[config.mk]
export PLATFORM = sky130hd
export DESIGN_NAME = multilevel_minmax_decimator_top
export DESIGN_NICKNAME = d
export VERILOG_FILES = /design/src/rtl/core/mmdec_pkg.sv /design/src/rtl/core/multilevel_minmax_decimator_top.sv /design/src/rtl/core/mmdec_cell.sv /design/src/rtl/core/mmdec_serializer.sv
export SDC_FILE = /design/constraint.sdc
export NUM_CORES = 2
export LEC_CHECK = 0
export ABC_AREA = 1
export BUFFER_PORTS_ARGS = -buffer_cell sky130_fd_sc_hd__buf_4
export CORE_MARGIN = 2
export CORE_UTILIZATION = 40
export CTS_BUF_LIST = sky130_fd_sc_hd__clkbuf_16
export DETAILED_ROUTE_END_ITERATION = 12
export MAX_ROUTING_LAYER = met4
export PLACE_DENSITY_LB_ADDON = 0.12
export SLEW_MARGIN = 20
export SYNTH_ARGS = -nofsm -noshare
export SYNTH_HDL_FRONTEND = slang
export SYNTH_HIERARCHICAL = 1
export SYNTH_SLANG_ARGS = --single-unit
[constraint.sdc]
create_clock -name aclk -period 24.4 [get_ports aclk]
set_input_delay 2.44 -clock aclk [delete_from_list [all_inputs] [get_ports aclk]]
set_output_delay 2.44 -clock aclk [all_outputs]
set_load 0.02 [all_outputs]
[src/rtl/core/mmdec_pkg.sv]
// mmdec_pkg: shared types, sizes and register indexes of the min/max decimator
// used by mmdec_cell, mmdec_serializer and multilevel_minmax_decimator_top
// no dependencies

package mmdec_pkg;

    // block sizes
    localparam int MAX_LEVELS   = 4;
    localparam int CHANNELS     = 16;
    localparam int SAMPLE_WIDTH = 16;

    // derived widths
    localparam int CH_W        = $clog2(CHANNELS);
    localparam int LVL_IDX_W   = (MAX_LEVELS > 1) ? $clog2(MAX_LEVELS) : 1;
    localparam int LVL_CNT_W   = $clog2(MAX_LEVELS + 1);
    localparam int STEP_MAX    = 1024;
    localparam int CNT_W       = $clog2(STEP_MAX);
    localparam int STEP_W      = CNT_W + 1;

    // register port
    localparam int CFG_INDEX_W   = 3;
    localparam int CFG_DATA_W    = 11;
    localparam int LEVEL_COUNT_W = 3;
    localparam int LEVEL_OUT_W   = 3;

    localparam logic [CFG_INDEX_W-1:0] CFG_LEVEL_COUNT = 3'd0;
    localparam logic [CFG_INDEX_W-1:0] CFG_STEP_1      = 3'd1;
    localparam logic [CFG_INDEX_W-1:0] CFG_STEP_2      = 3'd2;
    localparam logic [CFG_INDEX_W-1:0] CFG_STEP_3      = 3'd3;
    localparam logic [CFG_INDEX_W-1:0] CFG_STEP_4      = 3'd4;
    localparam logic [CFG_INDEX_W-1:0] CFG_SIGNED      = 3'd5;

    // one sample travelling down the row of cells with the pairs it completed
    typedef struct packed {
        logic                                      valid;
        logic [CH_W-1:0]                           channel;
        logic                                      chunk_end;
        logic                                      carry;
        logic [SAMPLE_WIDTH-1:0]                   mn;
        logic [SAMPLE_WIDTH-1:0]                   mx;
        logic [LVL_CNT_W-1:0]                      nres;
        logic [MAX_LEVELS-1:0][SAMPLE_WIDTH-1:0]   res_min;
        logic [MAX_LEVELS-1:0][SAMPLE_WIDTH-1:0]   res_max;
    } token_t;

    // settings seen by one cell
    typedef struct packed {
        logic [LVL_CNT_W-1:0] nlev;
        logic [STEP_W-1:0]    step;
        logic                 sgn;
    } cell_cfg_t;

    // flip the sign bit so that signed order becomes unsigned order
    function automatic logic [SAMPLE_WIDTH-1:0] order_key(
        input logic [SAMPLE_WIDTH-1:0] v,
        input logic                    sgn
    );
        logic [SAMPLE_WIDTH-1:0] k;
        k = v;
        k[SAMPLE_WIDTH-1] = v[SAMPLE_WIDTH-1] ^ sgn;
        return k;
    endfunction

endpackage

[src/rtl/core/multilevel_minmax_decimator_top.sv]
// multilevel_minmax_decimator_top: per-channel cascade of min/max decimation levels
// depends on mmdec_pkg, mmdec_cell, mmdec_serializer

// Each accepted sample enters an input register and then walks a row of
// MAX_LEVELS cells, one cell per decimation level, one cell per cycle while the
// row advances. A cell keeps the open window (min, max, fill count) of every
// channel for its level and updates it in the cycle the sample passes, so
// samples of the same channel may follow each other in back-to-back cycles.
// Pairs a sample completes ride along with it and are handed out by the output
// register one transaction per cycle while m_ready is high, lowest level first,
// the last one flagged with m_last_of_run. Rate: one sample per cycle while each
// sample completes at most one pair and the receiver keeps m_ready high; a sample
// that completes several pairs holds the row of cells until its last pair is
// taken. Configuration writes are accepted in every cycle and must be made while
// the block is idle.

module multilevel_minmax_decimator_top (
    input  logic                                   aclk,
    input  logic                                   aresetn,
    // configuration write channel
    input  logic                                   cfg_valid,
    output logic                                   cfg_ready,
    input  logic [mmdec_pkg::CFG_INDEX_W-1:0]      cfg_index,
    input  logic [mmdec_pkg::CFG_DATA_W-1:0]       cfg_data,
    // sample input
    input  logic                                   s_valid,
    output logic                                   s_ready,
    input  logic [mmdec_pkg::CH_W-1:0]             s_channel,
    input  logic [mmdec_pkg::SAMPLE_WIDTH-1:0]     s_sample,
    input  logic                                   s_chunk_end,
    // pair output
    output logic                                   m_valid,
    input  logic                                   m_ready,
    output logic [mmdec_pkg::LEVEL_OUT_W-1:0]      m_level,
    output logic [mmdec_pkg::CH_W-1:0]             m_out_channel,
    output logic [mmdec_pkg::SAMPLE_WIDTH-1:0]     m_window_min,
    output logic [mmdec_pkg::SAMPLE_WIDTH-1:0]     m_window_max,
    output logic                                   m_last_of_run
);

    // configuration registers
    logic [mmdec_pkg::LEVEL_COUNT_W-1:0] level_count_reg;
    logic [mmdec_pkg::CFG_DATA_W-1:0]    step_reg [mmdec_pkg::MAX_LEVELS];
    logic                                signed_reg;

    // row of tokens: input register, then one per cell
    mmdec_pkg::token_t    tok_in_next;
    mmdec_pkg::token_t    tok_in_reg;
    mmdec_pkg::token_t    stage [mmdec_pkg::MAX_LEVELS+1];
    mmdec_pkg::cell_cfg_t cell_cfg [mmdec_pkg::MAX_LEVELS];
    logic [mmdec_pkg::LVL_CNT_W-1:0] nlev;
    logic                 advance;

    assign cfg_ready = 1'b1;

    always_ff @(posedge aclk) begin
        if (!aresetn) begin
            level_count_reg <= mmdec_pkg::LEVEL_COUNT_W'(1);
            for (int i = 0; i < mmdec_pkg::MAX_LEVELS; i++) begin
                step_reg[i] <= mmdec_pkg::CFG_DATA_W'(2);
            end
            signed_reg <= 1'b1;
        end else if (cfg_valid && cfg_ready) begin
            case (cfg_index)
                mmdec_pkg::CFG_LEVEL_COUNT: begin
                    level_count_reg <= cfg_data[mmdec_pkg::LEVEL_COUNT_W-1:0];
                end
                mmdec_pkg::CFG_STEP_1: step_reg[0] <= cfg_data;
                mmdec_pkg::CFG_STEP_2: step_reg[1] <= cfg_data;
                mmdec_pkg::CFG_STEP_3: step_reg[2] <= cfg_data;
                mmdec_pkg::CFG_STEP_4: step_reg[3] <= cfg_data;
                mmdec_pkg::CFG_SIGNED: signed_reg  <= cfg_data[0];
                default: begin
                    // unused index, write is dropped
                end
            endcase
        end
    end

    // level count clamped to 1..MAX_LEVELS
    always_comb begin
        if (level_count_reg == '0) begin
            nlev = mmdec_pkg::LVL_CNT_W'(1);
        end else if (level_count_reg > mmdec_pkg::LEVEL_COUNT_W'(mmdec_pkg::MAX_LEVELS)) begin
            nlev = mmdec_pkg::LVL_CNT_W'(mmdec_pkg::MAX_LEVELS);
        end else begin
            nlev = mmdec_pkg::LVL_CNT_W'(level_count_reg);
        end
    end

    // per-cell settings, steps clamped to 1..STEP_MAX
    always_comb begin
        for (int i = 0; i < mmdec_pkg::MAX_LEVELS; i++) begin
            cell_cfg[i].nlev = nlev;
            cell_cfg[i].sgn  = signed_reg;
            if (step_reg[i] == '0) begin
                cell_cfg[i].step = mmdec_pkg::STEP_W'(1);
            end else if (mmdec_pkg::STEP_W'(step_reg[i]) >
                         mmdec_pkg::STEP_W'(mmdec_pkg::STEP_MAX)) begin
                cell_cfg[i].step = mmdec_pkg::STEP_W'(mmdec_pkg::STEP_MAX);
            end else begin
                cell_cfg[i].step = mmdec_pkg::STEP_W'(step_reg[i]);
            end
        end
    end

    // the whole row moves whenever the output register can take the tail
    assign s_ready = advance;

    // incoming sample starts as an open pair (sample, sample) with no results
    always_comb begin
        tok_in_next           = tok_in_reg;
        tok_in_next.valid     = s_valid;
        tok_in_next.channel   = s_channel;
        tok_in_next.chunk_end = s_chunk_end;
        tok_in_next.carry     = 1'b1;
        tok_in_next.mn        = s_sample;
        tok_in_next.mx        = s_sample;
        tok_in_next.nres      = '0;
    end

    always_ff @(posedge aclk) begin
        if (!aresetn) begin
            tok_in_reg.valid <= 1'b0;
        end else if (advance) begin
            tok_in_reg <= tok_in_next;
        end
    end

    assign stage[0] = tok_in_reg;

    // one cell per level, each passing the sample to the next
    for (genvar g = 0; g < mmdec_pkg::MAX_LEVELS; g++) begin : g_cell
        mmdec_cell u_cell (
            .aclk       (aclk),
            .aresetn    (aresetn),
            .advance    (advance),
            .cell_level (mmdec_pkg::LVL_IDX_W'(g)),
            .cfg        (cell_cfg[g]),
            .tok_in     (stage[g]),
            .tok_out    (stage[g+1])
        );
    end

    // output register: one pair per transaction
    mmdec_serializer u_serializer (
        .aclk          (aclk),
        .aresetn       (aresetn),
        .tail          (stage[mmdec_pkg::MAX_LEVELS]),
        .ser_free      (advance),
        .m_valid       (m_valid),
        .m_ready       (m_ready),
        .m_level       (m_level),
        .m_out_channel (m_out_channel),
        .m_window_min  (m_window_min),
        .m_window_max  (m_window_max),
        .m_last_of_run (m_last_of_run)
    );

endmodule

[src/rtl/core/mmdec_cell.sv]
// mmdec_cell: one decimation level, holding the open window of every channel
// depends on mmdec_pkg

module mmdec_cell (
    input  logic                          aclk,
    input  logic                          aresetn,
    input  logic                          advance,
    input  logic [mmdec_pkg::LVL_IDX_W-1:0] cell_level,
    input  mmdec_pkg::cell_cfg_t          cfg,
    input  mmdec_pkg::token_t             tok_in,
    output mmdec_pkg::token_t             tok_out
);

    logic [mmdec_pkg::SAMPLE_WIDTH-1:0] min_reg [mmdec_pkg::CHANNELS];
    logic [mmdec_pkg::SAMPLE_WIDTH-1:0] max_reg [mmdec_pkg::CHANNELS];
    logic [mmdec_pkg::CNT_W-1:0]        cnt_reg [mmdec_pkg::CHANNELS];
    mmdec_pkg::token_t                  tok_reg;
    mmdec_pkg::token_t                  tok_next;

    logic [mmdec_pkg::CNT_W-1:0]        cnt;
    logic [mmdec_pkg::STEP_W-1:0]       cnt_inc;
    logic [mmdec_pkg::SAMPLE_WIDTH-1:0] old_min;
    logic [mmdec_pkg::SAMPLE_WIDTH-1:0] old_max;
    logic [mmdec_pkg::SAMPLE_WIDTH-1:0] new_min;
    logic [mmdec_pkg::SAMPLE_WIDTH-1:0] new_max;
    logic                               level_on;
    logic                               fold;
    logic                               first;
    logic                               lt;
    logic                               gt;
    logic                               done;

    always_comb begin
        cnt      = cnt_reg[tok_in.channel];
        old_min  = min_reg[tok_in.channel];
        old_max  = max_reg[tok_in.channel];
        level_on = mmdec_pkg::LVL_CNT_W'(cell_level) < cfg.nlev;
        fold     = tok_in.valid && tok_in.carry && level_on;
        first    = (cnt == '0);
        lt = mmdec_pkg::order_key(tok_in.mn, cfg.sgn) < mmdec_pkg::order_key(old_min, cfg.sgn);
        gt = mmdec_pkg::order_key(tok_in.mx, cfg.sgn) > mmdec_pkg::order_key(old_max, cfg.sgn);
        new_min  = (first || lt) ? tok_in.mn : old_min;
        new_max  = (first || gt) ? tok_in.mx : old_max;
        cnt_inc  = {1'b0, cnt} + mmdec_pkg::STEP_W'(1);
        done     = (cnt_inc >= cfg.step);

        tok_next       = tok_in;
        tok_next.carry = fold && done;
        if (fold && done) begin
            tok_next.mn                  = new_min;
            tok_next.mx                  = new_max;
            tok_next.res_min[cell_level] = new_min;
            tok_next.res_max[cell_level] = new_max;
            tok_next.nres = mmdec_pkg::LVL_CNT_W'(cell_level) + mmdec_pkg::LVL_CNT_W'(1);
        end
    end

    // window extremes: written by every sample folded into a window, no reset
    always_ff @(posedge aclk) begin
        if (advance && fold) begin
            min_reg[tok_in.channel] <= new_min;
            max_reg[tok_in.channel] <= new_max;
        end
    end

    // window fill counts, cleared when a window closes or a chunk end passes
    always_ff @(posedge aclk) begin
        if (!aresetn) begin
            for (int i = 0; i < mmdec_pkg::CHANNELS; i++) begin
                cnt_reg[i] <= '0;
            end
        end else if (advance && tok_in.valid) begin
            if (tok_in.chunk_end) begin
                cnt_reg[tok_in.channel] <= '0;
            end else if (fold) begin
                cnt_reg[tok_in.channel] <= done ? '0 : cnt_inc[mmdec_pkg::CNT_W-1:0];
            end
        end
    end

    always_ff @(posedge aclk) begin
        if (!aresetn) begin
            tok_reg.valid <= 1'b0;
        end else if (advance) begin
            tok_reg <= tok_next;
        end
    end

    assign tok_out = tok_reg;

endmodule

[src/rtl/core/mmdec_serializer.sv]
// mmdec_serializer: output register that hands out the pairs of one sample,
// one transaction per cycle while m_ready is high, lowest level first; depends on mmdec_pkg

module mmdec_serializer (
    input  logic                                  aclk,
    input  logic                                  aresetn,
    input  mmdec_pkg::token_t                     tail,
    output logic                                  ser_free,
    output logic                                  m_valid,
    input  logic                                  m_ready,
    output logic [mmdec_pkg::LEVEL_OUT_W-1:0]     m_level,
    output logic [mmdec_pkg::CH_W-1:0]            m_out_channel,
    output logic [mmdec_pkg::SAMPLE_WIDTH-1:0]    m_window_min,
    output logic [mmdec_pkg::SAMPLE_WIDTH-1:0]    m_window_max,
    output logic                                  m_last_of_run
);

    mmdec_pkg::token_t                  hold_reg;
    logic                               valid_reg;
    logic [mmdec_pkg::LVL_IDX_W-1:0]    idx_reg;
    logic                               ser_last;

    assign ser_last = (mmdec_pkg::LVL_CNT_W'(idx_reg) + mmdec_pkg::LVL_CNT_W'(1))
                      == hold_reg.nres;
    assign ser_free = !valid_reg || (m_ready && ser_last);

    always_ff @(posedge aclk) begin
        if (!aresetn) begin
            valid_reg <= 1'b0;
            idx_reg   <= '0;
        end else if (ser_free) begin
            valid_reg <= tail.valid && (tail.nres != '0);
            idx_reg   <= '0;
        end else if (m_ready) begin
            idx_reg   <= idx_reg + mmdec_pkg::LVL_IDX_W'(1);
        end
    end

    always_ff @(posedge aclk) begin
        if (ser_free) begin
            hold_reg <= tail;
        end
    end

    assign m_valid       = valid_reg;
    assign m_level       = mmdec_pkg::LEVEL_OUT_W'(idx_reg) + mmdec_pkg::LEVEL_OUT_W'(1);
    assign m_out_channel = hold_reg.channel;
    assign m_window_min  = hold_reg.res_min[idx_reg];
    assign m_window_max  = hold_reg.res_max[idx_reg];
    assign m_last_of_run = ser_last;

endmodule

==> metrics <==
outcome=complete, but fails checks; failing checks=slew limit; synthesized area per cell=13.04 um2; number of H-tree levels=5; Core ar.=368,600 um2; area grow syn2layout=12.46%; Crit path max-delay family=simple AND/OR/NAND/NOR gates; Worst Clk Skew=0.05229 ns; Arr. time, crit path=7.87 ns; fill count=33,023; Mapped Area=148,000 um2; Cells after DPL=16,086; GR Overflow Total=0; WS Path Type=reg2reg; Buffers on Ports=81; via count=94,381; Critical path buffers and inverters=5; post-route cell area=166,400 um2; Max Slew Vio Count=308; first-pass GRT wire length=662.2 mm; Die ar.=374,800 um2; final-stage net count=11,759; yosys warns=6; maximum buffer depth of the clock tree=4; Post-DP Area=154,300 um2; Switching Fraction=0.2590; DRC Markers=0; TritonRoute pass-1 iters=6; Final Cycle Share=0.2981; All-Layer GR Usage=0.2493; Clock power frac=0.391; Fmax achieved=137.5 MHz; Detail Route Antenna Nets=0; CTS Buf Count=383; layout cells sized above 1=0.1098; post-route insts no fill=16,788; Worst Path Required=24.99 ns; cts hold-fix bufs=0; final hold violation count=0; CTS tree=yes; relative slew slack=-1.552; Skew-Pair Late Insertion Delay=0.97 ns; largest net degree at the start of global routing=135; Total Neg Setup Slack=0 ns; Reg clk slew, reported paths=0.06 ns; Tot Pwr=14.33 mW; die width=612.2 um; DR WL/cell=27.58 um; Comb power frac=0.105; # setup viols final=0; IO Count=83; Post-CTS Resized=0; total of max-cap violations=0; Pleak=58.77 nW; Worst-Margin Slew=3.815 ns; # clock sinks=3,542; Die Height=612.2 um; peak fanout along the critical path=80; Int Power=10.62 mW; Rows=223; Max stage delay cell, worst path=and2_1; HP Class=reg2reg; critical path endpoint category=register; Post-Syn Instances=11,343; Final min period=7.274 ns; NetSw=3.713 mW; Sequential Power Share=0.504; CP max stage delay=0.80 ns; setup bufs post-CTS=0; initial core utilization=0.4014; unrepaired setup endpoints after global routing=false; HPWL after detailed placement=290.4 mm; routed vias/inst=5.622; number of global-route vias before repair=91,149; final wirelength=463.1 mm; cell area power density=86.13 nW/um2; Worst setup SP type=register; CTS Root Cell=clkbuf_16; routability cong.=0.9465; initial antenna violation count=10; CP cell instances=inv_2 -> nand2_4 -> inv_4 -> buf_4 -> buf_4 -> a22oi_1 -> a21oi_1 -> nor4_1 -> buf_4 -> ha_1 -> nand2_1 -> nor2_1 -> a211oi_1 -> o221a_2 -> nand2_1 -> nand2_2 -> nand2_1 -> and2_1; maximum vdd drop=56.97 uV; DR iter-0 viols=10,052
metrics by stage:
stage / util / hold WS [ns] / worst slack [ns]
final: 0.4514 / 0.4039 / 17.13
after global routing: 0.4514 / 0.4041 / 16.64
after CTS: 0.4513 / 0.3987 / 16.84
after detailed placement: 0.4187 / 0.4045 / 16.88
after global placement: 0.4186 / 0.4007 / 16.95
after floorplan: - / 0.4003 / 13.46
worst register-to-register path: stages, from the launching register on:
cell      delay [ns]
edfxtp_1        0.69
inv_2           0.35
nand2_4         0.13
inv_4           0.75
buf_4           0.79
buf_4           0.62
a22oi_1         0.14
a21oi_1         0.19
nor4_1          0.09
buf_4           0.16
ha_1            0.30
nand2_1         0.08
nor2_1          0.11
a211oi_1        0.06
o221a_2         0.23
nand2_1         0.51
nand2_2         0.49
nand2_1         0.38
and2_1          0.80
final cells by class:
type / count / area, um2 / share of cell area
well taps: 4950 / 6193 / 0.03722
diodes: 8 / 20.02 / 0.0001203
repair buffers: 291 / 2226 / 0.01338
multi-input cells: 6887 / 38060 / 0.2287
clock inverters: 310 / 2445 / 0.01469
clock buffers: 383 / 9584 / 0.05760
flip-flops and latches: 3542 / 106200 / 0.6385
inverters: 417 / 1619 / 0.009730
final timing paths:
kind / from / to / slack [ns] / cells past startpoint
max reg2reg: g_cell[1].u_cell/tok_out[165] / g_cell[2].u_cell/min_reg[15][4] / 17.13 / 18
min reg2reg: g_cell[3].u_cell/tok_out[71] / u_serializer/hold_reg[71] / 0.40 / 0
min: g_cell[3].u_cell/tok_out[71] / u_serializer/hold_reg[71] / 0.40 / 0
max: g_cell[1].u_cell/tok_out[165] / g_cell[2].u_cell/min_reg[15][4] / 17.13 / 18
power by group through the flow:
| stage | clock network, mW | registers, mW | logic, mW |
|---|---|---|---|
| floorplan | 0 | 7.31 | 0.881 |
| global placement | 0 | 7.35 | 1.46 |
| detailed placement | 0 | 7.35 | 1.49 |
| CTS | 5.70 | 7.22 | 1.49 |
| global route | 5.94 | 7.23 | 1.62 |
| finish | 5.60 | 7.22 | 1.51 |
placed cells by master, fill, tap and decap left out, types with 19 or more instances in the layout:
cell / n
edfxtp_1: 3530
nand2_1: 2138
a22oi_1: 1305
nor2_1: 880
nand3_1: 776
a21oi_1: 586
inv_1: 434
clkbuf_16: 383
buf_4: 287
ha_1: 197
conb_1: 165
and2_1: 124
nor4_2: 98
clkinv_1: 94
nand2_2: 91
clkinv_2: 76
o21ai_0: 72
nor3_2: 63
nand2_4: 60
nand4_1: 36
xor2_1: 33
o22ai_1: 32
inv_2: 30
nor2_2: 30
bufinv_16: 30
o21ai_1: 23
nor3_1: 19
metal layers:
| metal | share of wire | routed length [um] | vias up | GRT usage |
|---|---|---|---|---|
| met5 | 0 | 0 | - | - |
| met4 | 0.028 | 13020 | 0 | 0.06438 |
| met3 | 0.063 | 29160 | 661 | 0.03167 |
| met2 | 0.48 | 221900 | 3490 | 0.4002 |
| met1 | 0.43 | 199000 | 48029 | 0.3364 |
| li1 | - | - | 42201 | - |
Note: power is estimated with default switching activity, not from simulation.
